**config.mk**
```make
export PLATFORM = sky130hd
export DESIGN_NAME = grid_ray_march_dda
export DESIGN_NICKNAME = d
export VERILOG_FILES = /design/src/sv/grmd_pkg.sv /design/src/sv/grmd_ram.sv /design/src/sv/grmd_step.sv /design/src/sv/grid_ray_march_dda.sv
export SDC_FILE = /design/constraint.sdc
export NUM_CORES = 2
export LEC_CHECK = 0
export BUFFER_PORTS_ARGS = -buffer_cell sky130_fd_sc_hd__buf_2
export CAP_MARGIN = 20
export CORE_MARGIN = 2
export CORE_UTILIZATION = 35
export DETAILED_ROUTE_END_ITERATION = 12
export PLACE_DENSITY_LB_ADDON = 0.12
export SYNTH_ARGS = -nofsm -noshare
export SYNTH_HDL_FRONTEND = slang
export SYNTH_SLANG_ARGS = --single-unit
```
**constraint.sdc**
```tcl
create_clock -name aclk -period 11.95 [get_ports aclk]
set_input_delay 2.39 -clock aclk [delete_from_list [all_inputs] [get_ports aclk]]
set_output_delay 2.39 -clock aclk [all_outputs]
set_load 0.02 [all_outputs]
```
**src/sv/grmd_pkg.sv**
```systemverilog
// ----------------------------------------------------------------------------
// grmd_pkg: shared types and constants for the grid ray march block
// Grid geometry, step limit, sequencer states and the step-unit interface.
// ----------------------------------------------------------------------------
package grmd_pkg;

    localparam int GRID_SIDE   = 16;
    localparam int MAX_STEPS   = 48;
    localparam int STORE_DEPTH = 256;
    localparam int ADDR_W      = 8;
    localparam int STEP_W      = $clog2(MAX_STEPS + 1);
    // Map coordinates stay within start cell +/- MAX_STEPS.
    localparam int MAP_W       = 10;
    // Boundary distance: up to 256 + 256 * MAX_STEPS.
    localparam int BND_W       = 17;
    localparam int ABS_W       = 17;
    localparam int PROD_W      = BND_W + ABS_W;

    localparam logic FUNC_WRITE = 1'b0;
    localparam logic FUNC_RAY   = 1'b1;

    typedef enum logic [2:0] {
        ST_IDLE,
        ST_READ,
        ST_CHECK,
        ST_MUL,
        ST_DONE
    } state_t;

    // Ray setup as seen by the step unit.
    typedef struct packed {
        logic satx;
        logic saty;
        logic negx;
        logic negy;
        logic [ABS_W-1:0] adx;
        logic [ABS_W-1:0] ady;
    } ray_dir_t;

endpackage

```
**src/sv/grmd_ram.sv**
```systemverilog
// ----------------------------------------------------------------------------
// grmd_ram: generic single-port RAM
// One write or read per cycle, registered read data.
// ----------------------------------------------------------------------------
module grmd_ram #(
    parameter int WIDTH = 8,
    parameter int DEPTH = 256
) (
    input  logic                     aclk,
    input  logic                     we,
    input  logic [$clog2(DEPTH)-1:0] addr,
    input  logic [WIDTH-1:0]         wdata,
    output logic [WIDTH-1:0]         rdata
);

    logic [WIDTH-1:0] mem_reg [DEPTH];

    always_ff @(posedge aclk) begin
        if (we) begin
            mem_reg[addr] <= wdata;
        end
        rdata <= mem_reg[addr];
    end

endmodule

```
**src/sv/grmd_step.sv**
```systemverilog
// ----------------------------------------------------------------------------
// grmd_step: shared DDA step unit
// One multiplier is used twice per step to form bx*|dy| and by*|dx|;
// the compare of the two products picks the axis or axes that step.
// ----------------------------------------------------------------------------
module grmd_step (
    input  logic                           aclk,
    input  logic                           sel_y,
    input  grmd_pkg::ray_dir_t             dir,
    input  logic [grmd_pkg::BND_W-1:0]     bx,
    input  logic [grmd_pkg::BND_W-1:0]     by,
    input  logic                           cap_x,
    output logic                           stepx,
    output logic                           stepy
);

    logic [grmd_pkg::BND_W-1:0]  mul_a;
    logic [grmd_pkg::ABS_W-1:0]  mul_b;
    logic [grmd_pkg::PROD_W-1:0] prod;
    logic [grmd_pkg::PROD_W-1:0] lx_reg;

    assign mul_a = sel_y ? by : bx;
    assign mul_b = sel_y ? dir.adx : dir.ady;
    assign prod  = mul_a * mul_b;

    always_ff @(posedge aclk) begin
        if (cap_x) begin
            lx_reg <= prod;
        end
    end

    // Evaluated in the cycle in which prod holds by*|dx|.
    always_comb begin
        if (dir.satx && dir.saty) begin
            stepx = 1'b1;
            stepy = 1'b1;
        end else if (dir.satx) begin
            stepx = 1'b0;
            stepy = 1'b1;
        end else if (dir.saty) begin
            stepx = 1'b1;
            stepy = 1'b0;
        end else begin
            stepx = (lx_reg <= prod);
            stepy = (prod <= lx_reg);
        end
    end

endmodule

```
**src/sv/grid_ray_march_dda.sv**
```systemverilog
// ----------------------------------------------------------------------------
// grid_ray_march_dda: 2D DDA ray march through a 16x16 occupancy grid
//
// One input stream (s_axis_*) carries write words and ray words, selected by
// s_axis_tuser (0 writes a cell, 1 fires a ray). Every input word produces
// exactly one result word on m_axis_*. A write stores cell_value at
// cell_index and returns an all-zero acknowledgement.
// A ray marches from the cell holding the start point along eye-to-start,
// visiting up to 48 cells; each visit passes through a RAM read state, a
// check state and, unless the march ends there, a multiply state (the single
// shared multiplier forms both cross products).
// The block accepts one word at a time; s_axis_tready is low while a word
// is in progress or its result waits. A stalled m_axis_tready holds the
// result word stable in its output register.
// Reset clears the grid with a pass over all 256 cells (one cell per cycle),
// during which no word is accepted.
// ----------------------------------------------------------------------------
module grid_ray_march_dda (
    input  logic        aclk,
    input  logic        aresetn,
    input  logic        s_axis_tvalid,
    output logic        s_axis_tready,
    // tdata: cell_index[7:0], cell_value[15:8], eye_x[31:16], eye_y[47:32],
    //        start_x[63:48], start_y[79:64]
    input  logic [79:0] s_axis_tdata,
    // tuser: func
    input  logic        s_axis_tuser,
    output logic        m_axis_tvalid,
    input  logic        m_axis_tready,
    // tdata: hit[0], hit_value[8:1], hit_x[12:9], hit_y[16:13], zeros above
    output logic [23:0] m_axis_tdata
);

    localparam int MW = grmd_pkg::MAP_W;
    localparam int BW = grmd_pkg::BND_W;

    grmd_pkg::state_t state_reg, state_next;

    logic                        clr_reg;
    logic [grmd_pkg::ADDR_W:0]   clr_cnt_reg;
    grmd_pkg::ray_dir_t          dir_reg;
    logic signed [MW-1:0]        mx_reg, my_reg;
    logic [BW-1:0]               bx_reg, by_reg;
    logic [grmd_pkg::STEP_W-1:0] cnt_reg;
    logic                        in_grid_reg;
    logic                        out_valid_reg;
    logic [16:0]                 out_data_reg;

    logic                        accept;
    logic                        ram_we;
    logic [grmd_pkg::ADDR_W-1:0] ram_addr;
    logic [7:0]                  ram_wdata, ram_rdata;
    logic                        stepx, stepy;
    logic                        in_grid;
    logic                        found, last;

    logic signed [16:0] dx, dy;
    logic [7:0]         fx, fy;

    assign s_axis_tready = !clr_reg && state_reg == grmd_pkg::ST_IDLE && !out_valid_reg;
    assign accept        = s_axis_tvalid && s_axis_tready;

    assign dx = 17'(signed'(s_axis_tdata[63:48])) - 17'(signed'(s_axis_tdata[31:16]));
    assign dy = 17'(signed'(s_axis_tdata[79:64])) - 17'(signed'(s_axis_tdata[47:32]));
    assign fx = s_axis_tdata[55:48];
    assign fy = s_axis_tdata[71:64];

    assign in_grid = mx_reg >= 0 && mx_reg < MW'(grmd_pkg::GRID_SIDE)
                  && my_reg >= 0 && my_reg < MW'(grmd_pkg::GRID_SIDE);

    // RAM port: clearing, write words, or the current cell read.
    always_comb begin
        ram_we    = 1'b0;
        ram_wdata = s_axis_tdata[15:8];
        ram_addr  = 8'(my_reg * MW'(grmd_pkg::GRID_SIDE) + mx_reg);
        if (clr_reg) begin
            ram_we    = 1'b1;
            ram_wdata = '0;
            ram_addr  = clr_cnt_reg[grmd_pkg::ADDR_W-1:0];
        end else if (accept && s_axis_tuser == grmd_pkg::FUNC_WRITE) begin
            ram_we   = 1'b1;
            ram_addr = s_axis_tdata[7:0];
        end
    end

    grmd_ram #(.WIDTH(8), .DEPTH(grmd_pkg::STORE_DEPTH)) u_ram (
        .aclk  (aclk),
        .we    (ram_we),
        .addr  (ram_addr),
        .wdata (ram_wdata),
        .rdata (ram_rdata)
    );

    grmd_step u_step (
        .aclk  (aclk),
        .sel_y (state_reg == grmd_pkg::ST_MUL),
        .dir   (dir_reg),
        .bx    (bx_reg),
        .by    (by_reg),
        .cap_x (state_reg == grmd_pkg::ST_CHECK),
        .stepx (stepx),
        .stepy (stepy)
    );

    assign found = in_grid_reg && ram_rdata != 8'd0;
    assign last  = cnt_reg == grmd_pkg::STEP_W'(grmd_pkg::MAX_STEPS - 1);

    always_comb begin
        state_next = state_reg;
        unique case (state_reg)
            grmd_pkg::ST_IDLE: begin
                if (accept) begin
                    state_next = (s_axis_tuser == grmd_pkg::FUNC_RAY) ?
                                 grmd_pkg::ST_READ : grmd_pkg::ST_DONE;
                end
            end
            grmd_pkg::ST_READ:  state_next = grmd_pkg::ST_CHECK;
            grmd_pkg::ST_CHECK: state_next = (found || last) ? grmd_pkg::ST_DONE
                                                             : grmd_pkg::ST_MUL;
            grmd_pkg::ST_MUL:   state_next = grmd_pkg::ST_READ;
            grmd_pkg::ST_DONE:  state_next = grmd_pkg::ST_IDLE;
            default:            state_next = grmd_pkg::ST_IDLE;
        endcase
    end

    always_ff @(posedge aclk) begin
        if (!aresetn) begin
            state_reg     <= grmd_pkg::ST_IDLE;
            clr_reg       <= 1'b1;
            clr_cnt_reg   <= '0;
            out_valid_reg <= 1'b0;
        end else begin
            state_reg <= state_next;
            if (clr_reg) begin
                clr_cnt_reg <= clr_cnt_reg + (grmd_pkg::ADDR_W+1)'(1);
                if (clr_cnt_reg == (grmd_pkg::ADDR_W+1)'(grmd_pkg::STORE_DEPTH - 1)) begin
                    clr_reg <= 1'b0;
                end
            end
            if (state_reg == grmd_pkg::ST_DONE) begin
                out_valid_reg <= 1'b1;
            end else if (m_axis_tready) begin
                out_valid_reg <= 1'b0;
            end
        end
    end

    // Ray datapath.
    always_ff @(posedge aclk) begin
        if (accept) begin
            out_data_reg  <= '0;
            cnt_reg       <= '0;
            dir_reg.satx  <= dx == 0;
            dir_reg.saty  <= dy == 0;
            dir_reg.negx  <= dx < 0;
            dir_reg.negy  <= dy < 0;
            dir_reg.adx   <= dx < 0 ? 17'(-dx) : 17'(dx);
            dir_reg.ady   <= dy < 0 ? 17'(-dy) : 17'(dy);
            mx_reg        <= MW'(signed'(s_axis_tdata[63:56]));
            my_reg        <= MW'(signed'(s_axis_tdata[79:72]));
            bx_reg        <= dx > 0 ? BW'(9'd256 - 9'(fx)) : (dx < 0 ? BW'(fx) : '0);
            by_reg        <= dy > 0 ? BW'(9'd256 - 9'(fy)) : (dy < 0 ? BW'(fy) : '0);
        end
        if (state_reg == grmd_pkg::ST_READ) begin
            in_grid_reg <= in_grid;
        end
        if (state_reg == grmd_pkg::ST_CHECK && found) begin
            out_data_reg <= {my_reg[3:0], mx_reg[3:0], ram_rdata, 1'b1};
        end
        if (state_reg == grmd_pkg::ST_MUL) begin
            cnt_reg <= cnt_reg + grmd_pkg::STEP_W'(1);
            if (stepx) begin
                bx_reg <= bx_reg + BW'(256);
                if (!dir_reg.satx) begin
                    mx_reg <= dir_reg.negx ? mx_reg - MW'(1) : mx_reg + MW'(1);
                end
            end
            if (stepy) begin
                by_reg <= by_reg + BW'(256);
                if (!dir_reg.saty) begin
                    my_reg <= dir_reg.negy ? my_reg - MW'(1) : my_reg + MW'(1);
                end
            end
        end
    end

    assign m_axis_tvalid = out_valid_reg;
    assign m_axis_tdata  = {7'd0, out_data_reg};

    property p_no_accept_in_clear;
        @(posedge aclk) disable iff (!aresetn) clr_reg |-> !s_axis_tready;
    endproperty
    a_no_accept_in_clear: assert property (p_no_accept_in_clear)
        else $error("word accepted during grid clear");

    property p_done_gives_valid;
        @(posedge aclk) disable iff (!aresetn)
            state_reg == grmd_pkg::ST_DONE |=> m_axis_tvalid;
    endproperty
    a_done_gives_valid: assert property (p_done_gives_valid)
        else $error("finished word did not reach output");

    property p_step_bound;
        @(posedge aclk) disable iff (!aresetn)
            state_reg == grmd_pkg::ST_CHECK |->
            cnt_reg < grmd_pkg::STEP_W'(grmd_pkg::MAX_STEPS);
    endproperty
    a_step_bound: assert property (p_step_bound)
        else $error("step count past limit");

endmodule
```
==> flow_summary.toml <==
[setup_path]
cp_slowest_stage_delay_ns = 0.61
cp.required_ns = 12.69
setup.worst_path.class = "flip-flop to flip-flop"
worstPathMaxFanout = 20
crit_path_end_kind = "flip-flop"
worstSetupStartpointType = "flip-flop"
worst_ep_arrival_time_ns = 11.96
cp_slowest_cell = "or2_2"

[clocking]
cts_max_level = 4
postCtsSetupBuffers = 0
cts_buffer_depth = 4
postCtsHoldBufs = 0
cts-root-buf = "clkbuf_16"
tritoncts = "yes"
cts_resized = 0
cts_buffers = 241
clock-sinks = 2220
clk_latency_ns = 0.90
clk_pin_slew_worst_paths_ns = 0.06

[global_routing]
use_met2_pct = 30.67
antenna_found_initial = 10
first_global_vias = 56820
grt_use_total_pct = 19.72
grt_start_max_net_pins = 178
grt.busiest_layer = "met2"
grt_util_met1_pct = 29.05
grt-ovfl-total = 0
use_met3_pct = 3.019
grt_pass1_wl_um = 416600

[synth]
syn_area_mm2 = 0.09976
synthFlopType = "edfxtp_1"
synth_area_leaders = "edfxtp_1, mux4_2, fa_1"
synth_cell_type_count = 85
synth_seq_cells = 2220
netlist_instances = 6568
async_flop_share_pct = 0
yosysWarnings = 0
ys_top_cells_by_count = "edfxtp_1, nand2_1, nor2_1"
yosysMostFrequentCell = "edfxtp_1"
synth_top_area_share_pct = 64.99
syn-mean-instance-area_um2 = 15.19
yosysTopAreaCell = "edfxtp_1"
yosysSeqAreaShare_pct = 66.21
synth_edf_count = 2159

[timing]
setup_violations = 0
fmax_mhz = 89.12
finalSetupTns_ns = 0
timing.final.crit_share_pct = 93.90
hold_violations = 0
worstMarginPinSlew_ns = 1.225
layout_min_cycle_time_ns = 11.22
slew_headroom_pct = 18.31
drv_slew = 0
rsz0062_at_grt = "false"
finClkSkew_ns = 0.05836

[routing]
drt-initial-drc-count = 5253
routed-via-count = 57160
ant_nets = 0
vias_per_cell = 5.357
drt_wl_total_um = 288900
first_pass_iters = 7
drc = 0
wl_per_cell_um = 27.08

[power]
p_leak_nw = 38.32
power.density_mw_per_mm2 = 179.7
p_total_mw = 20.20
ir_drop_mv = 0.2127

[placed_design]
gp_congestion = 0.8636
dp_hpwl_um = 180500
portBuffers = 103

[run_status]
status = "finished clean"

[floorplanning]
pin_count = 111
die_w_um = 537.9
die_area_mm2 = 0.2893
initial_utilization_pct = 35.10
fp.dieH_um = 537.9
core_area_mm2 = 0.2842
fp-row-count = 196

[finish]
n_fill_cell = 26220
drive_gt1_share_pct = 14.73
largest_register_ffs = 2048
fin_nets = 7226
syn2layout_area_growth_pct = 12.70

[hold_path]
hold_path.class = "flip-flop to flip-flop"

[flow_run]
cap_viol_max_count = 0
[routing by layer]
layer	up-vias	wire, µm
li1	25120	-
met1	30070	131700
met2	1641	133800
met3	325	16790
met4	2	6324
met5	-	255
[through the flow]
stage	util [%]	hold WS, ns	instance area (µm²)	setup WS, ns	cells
2_1_floorplan	-	0.4381	99780	1.969	6574
3_3_place_gp	36.94	0.4353	105000	0.8895	10220
3_5_place_dp	36.95	0.4341	105000	0.4931	10220
4_1_cts	39.54	0.4471	112400	0.4136	10670
5_1_grt	39.56	0.4621	112400	0.1897	10670
6_report	39.56	0.4437	112400	0.7293	10670
[cells by family (layout without fill, tap and decap cells)]
kind of cell	after synthesis	in the layout	share of synthesized area [%]
and+or+nand+nor	1703	1704	7.430
AOI/OAI and AO/OA	908	908	5.879
xor gates and xnor gates	108	108	0.9482
buffers and inverters	741	1072	3.013
other	1	10	0.003759
muxes	452	452	9.333
DFF	2220	2220	66.21
adders and majority gates	435	435	7.179
[layout by cell type (no fill, tap or decap), drive strengths merged, types with 16 or more instances in the layout]
cell / synthesis / layout
a211oi: 29 / 29
a21o: 36 / 36
a21oi: 350 / 350
a22oi: 254 / 254
a41oi: 16 / 16
and2: 28 / 28
and3: 18 / 18
buf: 131 / 226
clkbuf: 207 / 300
clkinv: 1 / 111
dfxtp: 61 / 61
edfxtp: 2159 / 2159
fa: 229 / 229
ha: 206 / 206
inv: 402 / 410
mux2i: 68 / 68
mux4: 382 / 382
nand2: 736 / 736
nand3: 171 / 171
nand4: 72 / 72
nor2: 492 / 493
nor2b: 25 / 25
nor3: 62 / 62
nor4: 25 / 25
o211ai: 20 / 20
o21ai: 83 / 83
xnor2: 71 / 71
xor2: 37 / 37
[worst max-delay path: cells and delay by family, from the launching register on]
kind	cells	cell delay, ns
AND/OR/NAND/NOR	14	3.52
XOR/XNOR	1	0.17
buffers and inverters	8	1.06
adder cells (fa/ha/maj)	8	3.63
AO/OA/AOI/OAI	7	2.20
flip-flops	1	0.49
[final cells by class]
class	instances	area, µm²	area share (%)
diodes	3	7.507	0.006677
clock buffers	300	6295	5.599
clock inverters	143	1070	0.9515
inverters	403	1514	1.347
multi-input cells	3614	31140	27.70
flip-flops and latches	2220	66060	58.75
well taps	3762	4707	4.187
repair buffers	226	1637	1.456
[path summary, 6_finish.rpt]
| kind | from | end | slack, ns | cells after the start |
|---|---|---|---|---|
| setup reg to reg | state_reg[0] | by_reg[10] | 0.73 | 38 |
| hold / removal | out_data_reg[0] | out_data_reg[0] | 0.44 | 1 |
| setup / recovery | state_reg[0] | by_reg[10] | 0.73 | 38 |
| hold reg to reg | out_data_reg[0] | out_data_reg[0] | 0.44 | 1 |
[power breakdown]
group	total, mW	switching [mW]	internal (mW)
Sequential	8.60	0.0301	8.57
Combinational	4.50	2.73	1.77
Clock	7.10	3.12	3.98
Power figures use the tool's default switching activity.
